$ cat config.mk
export PLATFORM = sky130hd
export DESIGN_NAME = sgr_mouse_report_decoder_unit
export DESIGN_NICKNAME = d
export VERILOG_FILES = /design/src/rtl/smrd_pkg.sv /design/src/rtl/smrd_scanner.sv /design/src/rtl/smrd_queue.sv /design/src/rtl/smrd_mapper.sv /design/src/rtl/sgr_mouse_report_decoder_unit.sv
export SDC_FILE = /design/constraint.sdc
export NUM_CORES = 1
export LEC_CHECK = 0
export ABC_AREA = 1
export BUFFER_PORTS_ARGS = -buffer_cell sky130_fd_sc_hd__buf_2
export CAP_MARGIN = 5
export CORE_ASPECT_RATIO = 0.6
export CORE_UTILIZATION = 40
export DETAILED_ROUTE_END_ITERATION = 8
export PLACE_DENSITY = 0.59
export SLEW_MARGIN = 40
export SYNTH_ARGS = -nofsm -noshare
export SYNTH_HDL_FRONTEND = slang
export SYNTH_HIERARCHICAL = 1
export SYNTH_SLANG_ARGS = --single-unit
$ cat constraint.sdc
create_clock -name clk -period 9.55 [get_ports clk]
set_input_delay 1.91 -clock clk [delete_from_list [all_inputs] [get_ports clk]]
set_output_delay 1.91 -clock clk [all_outputs]
set_load 0.01 [all_outputs]
$ cat src/rtl/smrd_pkg.sv
package smrd_pkg;

  // Canvas geometry.
  localparam int CANVAS_WIDTH  = 480;
  localparam int CANVAS_HEIGHT = 320;
  localparam int CANVAS_MAX    = (CANVAS_WIDTH > CANVAS_HEIGHT) ? CANVAS_WIDTH : CANVAS_HEIGHT;
  localparam int ZOOM_MAX      = 15;

  // Datapath widths.
  localparam int PARAM_W     = 16;
  localparam int PARAM_ACC_W = 20;
  localparam int PARAM_MAX   = 65535;
  localparam int CB_W        = 9;
  localparam int POS_W       = 9;
  localparam int PROD_W      = 26;
  localparam int DIFF_W      = 27;
  localparam int SIZE_W      = $clog2(CANVAS_MAX + 1);
  localparam int QUO_W       = $clog2(CANVAS_MAX);
  localparam int REM_W       = $clog2(CANVAS_MAX * ZOOM_MAX + 1);
  localparam int STEP_W      = (QUO_W > 1) ? $clog2(QUO_W) : 1;

  // Report queue between the scanner and the mapper.
  localparam int QUEUE_DEPTH = 2;

  // Port widths.
  localparam int BYTE_W      = 8;
  localparam int CFG_INDEX_W = 3;
  localparam int CFG_DATA_W  = 16;
  localparam int TDATA_W     = 32;
  localparam int TDATA_USED  = 26;
  localparam int TUSER_W     = 3;

  // Byte codes seen by the scanner.
  localparam logic [7:0] BYTE_ESC       = 8'h1b;
  localparam logic [7:0] BYTE_BRACKET   = 8'h5b;
  localparam logic [7:0] BYTE_SGR_MARK  = 8'h3c;
  localparam logic [7:0] BYTE_SEMI      = 8'h3b;
  localparam logic [7:0] BYTE_PRESS     = 8'h4d;
  localparam logic [7:0] BYTE_RELEASE   = 8'h6d;
  localparam logic [7:0] BYTE_DIGIT0    = 8'h30;
  localparam logic [7:0] BYTE_DIGIT9    = 8'h39;
  localparam logic [7:0] BYTE_PARAM_LO  = 8'h20;
  localparam logic [7:0] BYTE_PARAM_HI  = 8'h3f;
  localparam logic [7:0] BYTE_FINAL_LO  = 8'h40;
  localparam logic [7:0] BYTE_FINAL_HI  = 8'h7e;

  // Bit positions inside the button code.
  localparam int CB_SHIFT  = 2;
  localparam int CB_ALT    = 3;
  localparam int CB_CTRL   = 4;
  localparam int CB_MOTION = 5;
  localparam int CB_WHEEL  = 6;
  localparam int CB_EXTRA  = 7;
  localparam int CB_LEAVE  = 8;

  localparam logic [1:0] BUTTON_NONE  = 2'd0;
  localparam logic [1:0] BUTTON_THREE = 2'd3;

  localparam logic signed [1:0] WHEEL_NONE = 2'sb00;
  localparam logic signed [1:0] WHEEL_UP   = 2'sb01;
  localparam logic signed [1:0] WHEEL_DOWN = 2'sb11;

  typedef enum logic [2:0] {
    EV_PRESS   = 3'd0,
    EV_RELEASE = 3'd1,
    EV_MOVE    = 3'd2,
    EV_WHEEL   = 3'd3,
    EV_LEAVE   = 3'd4
  } event_kind_t;

  typedef enum logic [CFG_INDEX_W-1:0] {
    CFG_TERM_COLS  = 3'd0,
    CFG_TERM_ROWS  = 3'd1,
    CFG_CELL_SIZE  = 3'd2,
    CFG_ORIGIN_COL = 3'd3,
    CFG_ORIGIN_ROW = 3'd4,
    CFG_ZOOM       = 3'd5,
    CFG_OFFSET_X   = 3'd6,
    CFG_OFFSET_Y   = 3'd7
  } cfg_index_t;

  typedef struct packed {
    logic [9:0]  screen_cols;
    logic [9:0]  screen_rows;
    logic [15:0] cell_size;
    logic [9:0]  image_col;
    logic [9:0]  image_row;
    logic [3:0]  zoom;
    logic [11:0] offset_x;
    logic [11:0] offset_y;
  } cfg_t;

  // One complete report as parsed by the scanner.
  typedef struct packed {
    logic               press;
    logic [CB_W-1:0]    cb;
    logic [PARAM_W-1:0] x;
    logic [PARAM_W-1:0] y;
  } report_t;

  // One decoded mouse event.
  typedef struct packed {
    event_kind_t       kind;
    logic [1:0]        button;
    logic signed [1:0] wheel;
    logic [2:0]        mods;
    logic [POS_W-1:0]  pos_x;
    logic [POS_W-1:0]  pos_y;
    logic              in_view;
  } event_t;

  typedef struct packed {
    logic full;
    logic empty;
  } queue_status_t;

endpackage

$ cat src/rtl/smrd_scanner.sv
module smrd_scanner import smrd_pkg::*; (
  input  logic              clk,
  input  logic              rst,
  input  logic              byte_valid,
  output logic              byte_ready,
  input  logic [BYTE_W-1:0] byte_data,
  input  queue_status_t     q_status,
  output logic              push,
  output report_t           push_data
);

  typedef enum logic [2:0] {
    ST_GROUND,
    ST_ESC,
    ST_CSI,
    ST_SKIP,
    ST_PARAMS
  } scan_state_t;

  scan_state_t          state, state_next;
  logic [PARAM_W-1:0]   params [3];
  logic [PARAM_W-1:0]   params_next [3];
  logic [1:0]           param_index, param_index_next;
  logic [2:0]           seen, seen_next;
  logic [1:0]           idx;
  logic [PARAM_ACC_W-1:0] acc;
  logic                 take;
  logic                 is_digit;

  // Next-state logic for the escape sequence scanner.
  always_comb begin
    byte_ready = !q_status.full;
    take = byte_valid && byte_ready;
    idx = (param_index > 2'd2) ? 2'd2 : param_index;
    is_digit = (byte_data >= BYTE_DIGIT0) && (byte_data <= BYTE_DIGIT9);
    acc = PARAM_ACC_W'({params[idx], 3'b000}) + PARAM_ACC_W'({params[idx], 1'b0})
        + PARAM_ACC_W'(byte_data - BYTE_DIGIT0);

    state_next = state;
    params_next = params;
    param_index_next = param_index;
    seen_next = seen;
    push = 1'b0;
    push_data = '{press: (byte_data == BYTE_PRESS), cb: params[0][CB_W-1:0],
                  x: params[1], y: params[2]};

    if (take) begin
      unique case (state)
        ST_GROUND: begin
          if (byte_data == BYTE_ESC) state_next = ST_ESC;
        end
        ST_ESC: begin
          if (byte_data == BYTE_BRACKET) state_next = ST_CSI;
          else if (byte_data != BYTE_ESC) state_next = ST_GROUND;
        end
        ST_CSI: begin
          if (byte_data == BYTE_SGR_MARK) begin
            params_next[0] = '0;
            params_next[1] = '0;
            params_next[2] = '0;
            seen_next = '0;
            param_index_next = '0;
            state_next = ST_PARAMS;
          end else if (byte_data == BYTE_ESC) begin
            state_next = ST_ESC;
          end else if (byte_data >= BYTE_PARAM_LO && byte_data <= BYTE_PARAM_HI) begin
            state_next = ST_SKIP;
          end else begin
            state_next = ST_GROUND;
          end
        end
        ST_SKIP: begin
          if (byte_data >= BYTE_FINAL_LO && byte_data <= BYTE_FINAL_HI) state_next = ST_GROUND;
          else if (byte_data == BYTE_ESC) state_next = ST_ESC;
        end
        ST_PARAMS: begin
          if (is_digit) begin
            // Decimal accumulate with saturation.
            params_next[idx] = (acc > PARAM_ACC_W'(PARAM_MAX)) ? PARAM_W'(PARAM_MAX)
                                                                : acc[PARAM_W-1:0];
            seen_next[idx] = 1'b1;
          end else if (byte_data == BYTE_SEMI) begin
            // An empty parameter or a fourth one turns the report into a skipped sequence.
            if (!seen[idx] || idx >= 2'd2) state_next = ST_SKIP;
            else param_index_next = idx + 2'd1;
          end else if (byte_data == BYTE_PRESS || byte_data == BYTE_RELEASE) begin
            state_next = ST_GROUND;
            push = (idx == 2'd2) && (seen == 3'b111);
          end else if (byte_data == BYTE_ESC) begin
            state_next = ST_ESC;
          end else begin
            state_next = ST_GROUND;
          end
        end
        default: state_next = ST_GROUND;
      endcase
    end
  end

  // Scanner registers.
  always_ff @(posedge clk) begin
    if (rst) begin
      state <= ST_GROUND;
      param_index <= '0;
      seen <= '0;
    end else begin
      state <= state_next;
      param_index <= param_index_next;
      seen <= seen_next;
    end
    params <= params_next;
  end

endmodule

$ cat src/rtl/smrd_queue.sv
module smrd_queue import smrd_pkg::*; (
  input  logic          clk,
  input  logic          rst,
  input  logic          push,
  input  report_t       push_data,
  input  logic          pop,
  output report_t       head,
  output queue_status_t status
);

  localparam int PTR_W = (QUEUE_DEPTH > 1) ? $clog2(QUEUE_DEPTH) : 1;
  localparam int CNT_W = $clog2(QUEUE_DEPTH + 1);

  report_t          entries [QUEUE_DEPTH];
  logic [PTR_W-1:0] wr_ptr, rd_ptr;
  logic [CNT_W-1:0] count;

  // Occupancy flags and head entry.
  always_comb begin
    status.full = (count == CNT_W'(QUEUE_DEPTH));
    status.empty = (count == '0);
    head = entries[rd_ptr];
  end

  // Pointers and fill count.
  always_ff @(posedge clk) begin
    if (rst) begin
      wr_ptr <= '0;
      rd_ptr <= '0;
      count <= '0;
    end else begin
      if (push) begin
        wr_ptr <= (wr_ptr == PTR_W'(QUEUE_DEPTH - 1)) ? '0 : wr_ptr + 1'b1;
      end
      if (pop) begin
        rd_ptr <= (rd_ptr == PTR_W'(QUEUE_DEPTH - 1)) ? '0 : rd_ptr + 1'b1;
      end
      if (push && !pop) count <= count + 1'b1;
      else if (pop && !push) count <= count - 1'b1;
    end
  end

  // Entry storage.
  always_ff @(posedge clk) begin
    if (push) entries[wr_ptr] <= push_data;
  end

endmodule

$ cat src/rtl/smrd_mapper.sv
module smrd_mapper import smrd_pkg::*; (
  input  logic          clk,
  input  logic          rst,
  input  cfg_t          cfg,
  input  queue_status_t q_status,
  input  report_t       q_head,
  output logic          q_pop,
  output logic          ev_valid,
  input  logic          ev_ready,
  output event_t        ev
);

  typedef enum logic [2:0] {
    M_IDLE,
    M_DECIDE,
    M_MUL,
    M_ADD,
    M_CHK,
    M_DIV,
    M_AXEND,
    M_EMIT
  } map_state_t;

  localparam logic signed [DIFF_W-1:0] ONE_S = DIFF_W'(1);

  map_state_t                state;
  report_t                   rep;
  logic                      pixel_mode;
  logic [POS_W-1:0]          last_x, last_y;
  logic                      last_visible;
  logic                      axis;
  logic signed [PROD_W-1:0]  prod;
  logic signed [DIFF_W-1:0]  diff;
  logic [REM_W-1:0]          rem, dvs;
  logic [QUO_W-1:0]          quo, res, gx;
  logic [STEP_W-1:0]         step;
  logic                      in_axis, vx;
  event_t                    pend;

  logic [7:0]                cw, ch, csz;
  logic [3:0]                sc;
  logic [PARAM_W-1:0]        coord;
  logic [9:0]                org;
  logic [11:0]               off;
  logic [SIZE_W-1:0]         size;
  logic signed [PARAM_W:0]   mul_a;
  logic signed [PROD_W-1:0]  prod_c;
  logic signed [DIFF_W-1:0]  coord_s, prod_s, half_s, off_s, f_val, diff_c;
  logic [REM_W-1:0]          scaled_c;
  logic                      neg, over, ge;
  logic [2:0]                mods_c;
  logic                      pixel_hit;
  event_t                    cls;
  logic                      cls_drop;

  // Operand selection for the axis in progress.
  always_comb begin
    cw = (cfg.cell_size[7:0] == '0) ? 8'd1 : cfg.cell_size[7:0];
    ch = (cfg.cell_size[15:8] == '0) ? 8'd1 : cfg.cell_size[15:8];
    sc = (cfg.zoom == '0) ? 4'd1 : cfg.zoom;
    coord = axis ? rep.y : rep.x;
    org = axis ? cfg.image_row : cfg.image_col;
    csz = axis ? ch : cw;
    off = axis ? cfg.offset_y : cfg.offset_x;
    size = axis ? SIZE_W'(CANVAS_HEIGHT) : SIZE_W'(CANVAS_WIDTH);
  end

  // Per-axis arithmetic: product, offset subtraction, range check, divide step.
  always_comb begin
    mul_a = pixel_mode ? ($signed((PARAM_W+1)'(org)) - $signed((PARAM_W+1)'(1)))
                       : ($signed((PARAM_W+1)'(coord)) - $signed((PARAM_W+1)'(org)));
    prod_c = mul_a * $signed({1'b0, csz});
    coord_s = $signed(DIFF_W'(coord));
    prod_s = DIFF_W'(prod);
    half_s = $signed(DIFF_W'(csz >> 1));
    off_s = $signed(DIFF_W'(off));
    f_val = pixel_mode ? (coord_s - ONE_S - prod_s) : (prod_s + half_s);
    diff_c = f_val - off_s;
    scaled_c = REM_W'(size) * REM_W'(sc);
    neg = diff[DIFF_W-1];
    over = !neg && (diff[DIFF_W-2:0] >= (DIFF_W-1)'(scaled_c));
    ge = rem >= dvs;
  end

  // Report classification once both axes are mapped.
  always_comb begin
    mods_c = {rep.cb[CB_CTRL], rep.cb[CB_ALT], rep.cb[CB_SHIFT]};
    pixel_hit = !pixel_mode && (cfg.screen_cols != '0)
              && (rep.x > PARAM_W'(cfg.screen_cols) || rep.y > PARAM_W'(cfg.screen_rows));
    cls_drop = 1'b0;
    cls = '{kind: EV_MOVE, button: BUTTON_NONE, wheel: WHEEL_NONE, mods: mods_c,
            pos_x: POS_W'(gx), pos_y: POS_W'(res), in_view: vx & in_axis};
    if (rep.cb[CB_WHEEL]) begin
      // Horizontal wheel codes give no event.
      cls_drop = rep.cb[1:0] > 2'd1;
      cls.kind = EV_WHEEL;
      cls.wheel = (rep.cb[1:0] == 2'd0) ? WHEEL_UP : WHEEL_DOWN;
    end else if (rep.cb[CB_MOTION]) begin
      cls.kind = EV_MOVE;
      cls.button = rep.cb[1:0];
    end else begin
      cls_drop = rep.press && (rep.cb[1:0] == BUTTON_THREE);
      cls.kind = rep.press ? EV_PRESS : EV_RELEASE;
      cls.button = rep.cb[1:0];
    end
    q_pop = (state == M_IDLE) && !q_status.empty;
  end

  // Sequencer, position history and output register.
  always_ff @(posedge clk) begin
    if (rst) begin
      state <= M_IDLE;
      ev_valid <= 1'b0;
      pixel_mode <= 1'b0;
      last_x <= '0;
      last_y <= '0;
      last_visible <= 1'b0;
      axis <= 1'b0;
    end else begin
      // The emit state loads the output register itself.
      if (ev_valid && ev_ready && state != M_EMIT) ev_valid <= 1'b0;
      unique case (state)
        M_IDLE: begin
          if (!q_status.empty) begin
            rep <= q_head;
            state <= M_DECIDE;
          end
        end
        M_DECIDE: begin
          // The pixel mode latch is checked before any drop rule.
          if (pixel_hit) pixel_mode <= 1'b1;
          if (rep.cb[CB_LEAVE]) begin
            last_visible <= 1'b0;
            pend <= '{kind: EV_LEAVE, button: BUTTON_NONE, wheel: WHEEL_NONE,
                      mods: mods_c, pos_x: last_x, pos_y: last_y, in_view: 1'b0};
            state <= M_EMIT;
          end else if (rep.cb[CB_EXTRA] || rep.x == '0 || rep.y == '0) begin
            state <= M_IDLE;
          end else begin
            axis <= 1'b0;
            state <= M_MUL;
          end
        end
        M_MUL: begin
          prod <= prod_c;
          state <= M_ADD;
        end
        M_ADD: begin
          diff <= diff_c;
          state <= M_CHK;
        end
        M_CHK: begin
          in_axis <= !neg && !over;
          if (neg) begin
            res <= '0;
            state <= M_AXEND;
          end else if (over) begin
            res <= QUO_W'(size - 1'b1);
            state <= M_AXEND;
          end else begin
            rem <= diff[REM_W-1:0];
            dvs <= REM_W'(sc) << (QUO_W - 1);
            quo <= '0;
            step <= STEP_W'(QUO_W - 1);
            state <= M_DIV;
          end
        end
        M_DIV: begin
          // Restoring division, one quotient bit per cycle.
          if (ge) rem <= rem - dvs;
          quo <= {quo[QUO_W-2:0], ge};
          dvs <= dvs >> 1;
          if (step == '0) begin
            res <= {quo[QUO_W-2:0], ge};
            state <= M_AXEND;
          end else begin
            step <= step - 1'b1;
          end
        end
        M_AXEND: begin
          if (!axis) begin
            gx <= res;
            vx <= in_axis;
            axis <= 1'b1;
            state <= M_MUL;
          end else begin
            // The last position is kept even when the event is dropped.
            last_x <= POS_W'(gx);
            last_y <= POS_W'(res);
            last_visible <= vx & in_axis;
            pend <= cls;
            state <= cls_drop ? M_IDLE : M_EMIT;
          end
        end
        M_EMIT: begin
          if (!ev_valid || ev_ready) begin
            ev <= pend;
            ev_valid <= 1'b1;
            state <= M_IDLE;
          end
        end
        default: state <= M_IDLE;
      endcase
    end
  end

endmodule

$ cat src/rtl/sgr_mouse_report_decoder_unit.sv
// Mouse report decoder for a raw terminal byte stream.
// The s_t* channel takes one received byte per transfer. The scanner looks for
// reports of the form ESC [ < cb ; x ; y M or m, skips other control
// sequences, and queues each complete report. The mapper turns a queued report
// into one event on the m_t* channel: kind in m_tuser, the rest in m_tdata.
// Bytes are taken one per cycle while the two-entry report queue has room.
// A report that is mapped goes from the queue head to the output register
// through two axes of multiply, subtract, range check and a restoring divide
// by the zoom factor; a clamped axis skips the divide. A leave report goes
// from the decide state straight to emit; a report with an extra button or
// a zero coordinate is dropped in the decide state. The output register
// holds its event while m_tready is low; the mapper then waits and the
// scanner keeps taking bytes until the queue fills, after which s_tready drops.
// The cfg_* port writes a register at any time that cfg_valid is high; it is
// meant to be used only while no report is in flight. Reset clears the
// scanner, queue, pixel mode latch and last position, and restores the
// register defaults.
module sgr_mouse_report_decoder_unit import smrd_pkg::*; (
  input  logic                   clk,
  input  logic                   rst,
  input  logic                   s_tvalid,
  output logic                   s_tready,
  input  logic [BYTE_W-1:0]      s_tdata,    // [7:0] data_byte
  output logic                   m_tvalid,
  input  logic                   m_tready,
  // [1:0] button, [3:2] wheel_step, [6:4] modifiers, [15:7] pos_x,
  // [24:16] pos_y, [25] in_view, rest zero
  output logic [TDATA_W-1:0]     m_tdata,
  output logic [TUSER_W-1:0]     m_tuser,    // [2:0] event_kind
  input  logic                   cfg_valid,
  output logic                   cfg_ready,
  input  logic [CFG_INDEX_W-1:0] cfg_index,
  input  logic [CFG_DATA_W-1:0]  cfg_data
);

  cfg_t          cfg;
  queue_status_t q_status;
  logic          push, pop;
  report_t       push_data, q_head;
  event_t        ev;

  assign cfg_ready = 1'b1;

  // Configuration registers.
  always_ff @(posedge clk) begin
    if (rst) begin
      cfg <= '{screen_cols: '0, screen_rows: '0, cell_size: 16'd257, image_col: '0,
               image_row: '0, zoom: 4'd1, offset_x: '0, offset_y: '0};
    end else if (cfg_valid && cfg_ready) begin
      unique case (cfg_index_t'(cfg_index))
        CFG_TERM_COLS:  cfg.screen_cols <= cfg_data[9:0];
        CFG_TERM_ROWS:  cfg.screen_rows <= cfg_data[9:0];
        CFG_CELL_SIZE:  cfg.cell_size <= cfg_data;
        CFG_ORIGIN_COL: cfg.image_col <= cfg_data[9:0];
        CFG_ORIGIN_ROW: cfg.image_row <= cfg_data[9:0];
        CFG_ZOOM:       cfg.zoom <= cfg_data[3:0];
        CFG_OFFSET_X:   cfg.offset_x <= cfg_data[11:0];
        CFG_OFFSET_Y:   cfg.offset_y <= cfg_data[11:0];
      endcase
    end
  end

  smrd_scanner u_scanner (
    .clk        (clk),
    .rst        (rst),
    .byte_valid (s_tvalid),
    .byte_ready (s_tready),
    .byte_data  (s_tdata),
    .q_status   (q_status),
    .push       (push),
    .push_data  (push_data)
  );

  smrd_queue u_queue (
    .clk       (clk),
    .rst       (rst),
    .push      (push),
    .push_data (push_data),
    .pop       (pop),
    .head      (q_head),
    .status    (q_status)
  );

  smrd_mapper u_mapper (
    .clk      (clk),
    .rst      (rst),
    .cfg      (cfg),
    .q_status (q_status),
    .q_head   (q_head),
    .q_pop    (pop),
    .ev_valid (m_tvalid),
    .ev_ready (m_tready),
    .ev       (ev)
  );

  // Output packing.
  assign m_tdata = {(TDATA_W - TDATA_USED)'(0), ev.in_view, ev.pos_y, ev.pos_x,
                    ev.mods, ev.wheel, ev.button};
  assign m_tuser = ev.kind;

endmodule

### After elaboration in Yosys (flattened, before gate mapping)

Memory sizes are Yosys's and may differ from the RTL's. A register that Yosys moved wholly into a read port is not among the register bits.
Index checks and enable logic that the tools add are counted.
Widths: inputs -> output; s select.

| storage, ports and cells | value |
|---|---|
| bits in writable memories | 84 |
| ROM bits | 0 |
| register bits | 337 |
| memories kept | 1 |
| latch bits | 0 |

| cells by class | value |
|---|---|
| $add $sub $neg | 17 |
| multipliers | 2 |
| equality and inequality tests | 49 |
| order comparisons | 18 |
| reduce and logical (&&, ||, !) cells | 74 |
| div/mod/pow operators | 0 |
| multiplexer cells | 102 |
| shift operators | 0 |
| bitwise operators | 6 |

Memories:

| memory | words | bits a word | read ports | clocked after Yosys merged registers in | write ports | RTL line | source |
|---|---|---|---|---|---|---|---|
| u_queue.entries | 2 | 42 | 1 | 1 | 1 | smrd_queue.sv:14 | `report_t entries [QUEUE_DEPTH];` |

Operator list:

| cell | number |
|---|---|
| $mux 48 | 2 |
| $pmux 48 s2 | 1 |
| $mux 16 | 5 |
| $mux 13 | 5 |
| $mux 3 | 20 |
| $mux 29 | 2 |
| $pmux 29 s2 | 1 |
| $pmux 13 s2 | 2 |
| $bwmux 48 | 1 |
| $mux 8 | 6 |
| $bmux 16 s2 | 1 |
| $demux 16 s2 | 1 |
| $gt 16x10->1 | 2 |
| $logic_not 16->1 | 2 |
| $eq 3x3->1 const B | 10 |
| $add 26x8->27 | 1 |
| $mux 27 | 1 |
| $mux 9 | 3 |
| $sub 17x26->27 | 1 |
| $sub 27x13->27 | 1 |
| $ge 26x13->1 | 1 |
| $mul 17x9->26 | 1 |
| $mux 2 | 13 |
| $reduce_and 2->1 | 13 |
| other kinds (70) | 172 |

### Longest topological paths before layout

| depth | value |
|---|---|
| depth in word-level cells | 13 |
| depth in mapped cells | 40 |
| gate-level depth less buffers | 38 |

### Cells and area by module

Netlist, hierarchy kept.

By module, submodules not included:

| module | area an instance (um^2) | cells an instance | instances | sequential area each (um^2) |
|---|---|---|---|---|
| smrd_mapper | 20,604.8 | 2,577 | 1 | 6,786.5 |
| smrd_scanner | 5,212.5 | 693 | 1 | 1,601.5 |
| smrd_queue | 3,463.3 | 164 | 1 | 2,622.5 |
| sgr_mouse_report_decoder_unit | 3,402.0 | 492 | 1 | 1,681.6 |

### Least setup slack after synthesis

No wires, ideal clock.

| timing | value |
|---|---|
| kind | register -> register |
| from | reg u_mapper.axis |
| to | reg u_mapper.prod[25] (data pin) |
| cell stages (with the launch flop) | 38 |
| setup time | 0.261 ns |
| data arrival time | 6.349 ns |
| clock period less this slack | 6.609 ns |
| required time | 9.289 ns |
| setup slack | 2.941 ns |
| path through | dfxtp_1 -> buf_6 -> inv_2 -> buf_6 -> or2_2 -> o21ai_2 -> inv_1 -> ha_1 -> fa_1 -> nor2_1 -> nor2_1 -> o21bai_1 -> nand2_1 -> o211ai_1 -> nand3_1 -> nand3_1 -> o21ai_1 -> nand2_2 -> [2 not listed] -> fa_1 -> inv_1 -> fa_1 -> fa_1 -> inv_1 -> fa_1 -> inv_1 -> ha_1 -> a21oi_1 -> o21ai_0 -> a21oi_1 -> nand3_1 -> nand3_1 -> nand2_1 -> nand2_1 -> inv_1 -> or2_2 -> xor2_1 |

| between the ends | value |
|---|---|
| longest elaborated chain between the ends | 4 |

Ends and longest elaborated chain:

| element | RTL line | source |
|---|---|---|
| start: declaration | smrd_mapper.sv:31 | `logic axis;` |
| start signal: assignment | smrd_mapper.sv:118 | `axis <= 1'b0;` |
| start signal: assignment | smrd_mapper.sv:140 | `axis <= 1'b0;` |
| start signal: assignment | smrd_mapper.sv:184 | `axis <= 1'b1;` |
| $mux 16 or $mux 10 (tied branches) | smrd_mapper.sv:61, smrd_mapper.sv:62 |  |
| $sub 16x10->17 or $sub 10x1->11 (tied branches) | smrd_mapper.sv:71, smrd_mapper.sv:70 |  |
| $mux 17 | smrd_mapper.sv:70 | `mul_a = pixel_mode ? ($signed((PARAM_W+1)'(org)) - $signed((PARAM_W+1)'(1)))` |
| $mul 17x9->26 * | smrd_mapper.sv:72 | `prod_c = mul_a * $signed({1'b0, csz});` |
| named net u_mapper.prod_c[25] | smrd_mapper.sv:47 | `logic signed [PROD_W-1:0] prod_c;` |
| end signal: assignment | smrd_mapper.sv:145 | `prod <= prod_c;` |
| end: declaration | smrd_mapper.sv:32 | `logic signed [PROD_W-1:0] prod;` |

Mark *: on every way through the listed nets, which the timed path passes. The rest lies on a longest branch.
A chain may end at the register's enable or synchronous reset.

### Final worst setup path

| timing | value |
|---|---|
| from | reg u_mapper.axis |
| to | reg u_mapper.prod[18] (data pin) |

Same word-level chain as after synthesis.

==> impl_metrics.yaml <==
timing:
  tightest_slew_ns: 1.04
  setup_viol: 0
  slew_violations: 0
  period_needed_ns: 8.93
  slew_headroom_pct: 29.7
  fmax_mhz: 112
  fin_crit_sh_pct: 93.5
  hold_violations: 0
  setup-tns-final_ns: 0
  rsz0062_at_grt: "no"
  finClkSkew_ns: 0.0247
clock_tree:
  cts_buffers: 46
  cts_resized: 0
  cts_buffer_depth: 3
  cts_num_sinks: 463
  cts.reportedPaths.clkPinSlew_ns: 0.06
  h-tree-depth: 2
  root_buffer: "clkbuf_16"
  cts_tree: "done"
  ctsHoldBuffers: 0
  clock_latency_ns: 0.59
  post-cts-setup-buffers: 0
place:
  io_buffers: 62
  dpl.hpwl_um: 68400
  dp.cells: 4951
  place_area_um2: 33800
  gp_congestion: 0.968
setup_path:
  reg2reg_depth: 34
  r2r_slack_ns: 0.62
  path_max_fanout: 31
  worst_path_most_repeated_cell: "nand2_1"
  critPathKind: "flip-flop to flip-flop"
  cp-start-kind: "flip-flop"
  r2r_start: "u_mapper/axis"
  cp.arrival_ns: 9.35
  setup.worst_path.end_class: "flip-flop"
  slowest_stage: "dfxtp_2"
  slowest_delay_ns: 0.84
  worstPathRequired_ns: 9.97
  reg2reg_to: "u_mapper/prod[18]"
route:
  drt_wl_total_um: 87500
  drt_iter0_drc: 2458
  vias_per_cell: 5.04
  drc: 0
  wl_per_cell_um: 17.4
  drtPass1Iterations: 5
  postRouteAntennaNets: 0
  num_vias: 25401
synth:
  syn_area_per_cell_um2: 8.32
  synth_top_area_share_pct: 31.4
  synth_ff_type: "edfxtp_1"
  syn_inst: 3926
  yosysSeqAreaShare_pct: 38.8
  ys_warn_count: 6
  synth_top_cell_by_area: "edfxtp_1"
  async_flop_share_pct: 0
  synth_area_um2: 32700
  synth-edff-count: 342
  synth_area_leaders: "edfxtp_1, nand2_1, fa_1"
  synth_cell_types: 69
  ys_ff_latch: 463
worst_hold_path:
  whs_path_depth: 0
  hp-class: "flip-flop to flip-flop"
  hold-path-endpoint: "u_mapper/ev[19]"
  min_from: "u_mapper/pend[19]"
floorplan:
  die_area_um2: 82900
  num_rows: 80
  fp.dieH_um: 223
  io_pins: 70
  initial_core_util_pct: 40.8
  core_area_um2: 80200
  die_x_um: 371
global_route:
  grt_usage_pct: 21.1
  gr-total-overflow: 0
  grt_pass1_wl_um: 136000
  grt_max_degree: 65
  grt_pass1_vias: 23281
  antenna_found_initial: 4
power_and_ir_drop:
  irDropWorstVdd_v: 0.000125
  power.density_nw_per_um2: 182
  power_mw: 6.44
  p_leak_nw: 15.8
final_layout:
  layout.cells.non_filler: 5039
  num-fill-cells: 7862
  stdcell_area_um2: 35300
  seqCellArea_um2: 12700
  multi_input_comb_area_um2: 16800
  nNetsFinal: 4285
  drive_gt1_share_pct: 8.86
  syn_to_final_growth_pct: 8.14
status:
  status: "finished clean"
flow_run:
  cap_violations: 0
==> cell usage in the layout, fill, tap and decap left out, drive strengths merged, types with 3 or more instances in the layout <==
master and instances:
edfxtp 342, mux2i 14, a21oi 144, a21boi 4, a31oi 5, mux2 42
a22oi 7, and2 9, o21a 7, nand2 945, o22ai 6, inv 629
nor4 15, ha 188, nand3b 6, o211ai 3, o21bai 7, xor2 55
clkbuf 59, clkinv 22, bufinv 5, nor2 488, xnor2 37, o31ai 4
or2 38, dfxtp 121, fa 132, o21ai 170, buf 95, o2111ai 3
nor3 32, nand3 248, a21o 6, clkinvlp 4, nand4 54, conb 7
a211oi 6
==> through the flow <==
stage / hold WS [ns] / setup WS [ns] / utilization, %
finish: 0.414 / 0.621 / 44.1
global route: 0.418 / 0.210 / 44.1
CTS: 0.418 / 0.927 / 44.1
detailed placement: 0.405 / 0.994 / 42.1
global placement: 0.403 / 1.01 / 42.1
floorplan: 0.400 / 2.94 / -
==> per-layer routing <==
| layer | global-route usage (%) | share of wire (%) | vias up |
|---|---|---|---|
| met3 | 5.58 | 10 | 66 |
| met1 | 36.2 | 54 | 11900 |
| met4 | 2.91 | 1.0 | 2 |
| met2 | 25.4 | 35 | 843 |
| li1 | - | - | 12590 |
| met5 | 0 | 0.015 | - |
==> flip-flops by register name, summed over array words and instances (netlist names), 26 cells and up, named ones only <==
name and flops:
u_scanner/push_data 41, u_queue/entries 84, u_mapper/ev 29, u_mapper/pend 29, cfg 84, u_mapper/diff 27
u_mapper/prod 26, u_mapper/rep 39
==> cell usage after synthesis, drive strengths merged (37+ instances only) <==
cell	count
or2	38
nand3	248
nor2	488
dfxtp	121
inv	625
o21ai	170
ha	188
clkbuf	40
nand2	945
fa	132
a21oi	144
mux2	42
nand4	54
buf	101
xor2	55
edfxtp	342
xnor2	37
==> report_power, final <==
group,internal (mW),switching [mW]
clock network,1.06,0.823
registers,2.33,0.0703
logic,0.693,1.46
total,4.08,2.36
==> logic make-up after synthesis <==
kind of cell	share of synthesized area, %
and+or+nand+nor	24.5
buffers and inverters	10.0
DFF	38.8
AOI/OAI and AO/OA	6.56
adders and majority gates	15.3
xor gates and xnor gates	2.47
muxes	2.34
other	0.0230
==> final cells by class <==
class | instances | share of cell area [%]
Sequential cell | 463 | 35.9
Clock buffer | 59 | 3.45
Inverter | 633 | 6.73
Multi-Input combinational cell | 2694 | 47.6
Clock inverter | 27 | 0.920
Tap cell | 1066 | 3.77
Timing Repair Buffer | 95 | 1.58
Antenna cell | 2 | 0.0142
==> critical path: cells and delay by family, from the launching register on <==
kind	cells	cell delay [ns]
buffers and inverters	6	0.90
xor gates and xnor gates	2	0.25
DFF	1	0.84
adders and majority gates	7	2.98
AOI/OAI and AO/OA	8	2.32
and+or+nand+nor	11	1.44
==> worst max-delay path by stage <==
stage | start | end | slack (ns) | cells past startpoint
CTS | u_mapper/axis | u_mapper/prod[18] | 0.93 | 34
finish | u_mapper/axis | u_mapper/prod[18] | 0.62 | 34
global placement | u_mapper/axis | u_mapper/prod[18] | 1.01 | 34
detailed placement | u_mapper/axis | u_mapper/prod[18] | 0.99 | 34
global route | u_mapper/axis | u_mapper/prod[18] | 0.21 | 34
floorplan | u_mapper/axis | u_mapper/prod[25] | 2.94 | 37
No activity file was read; power rests on OpenSTA's default activity.
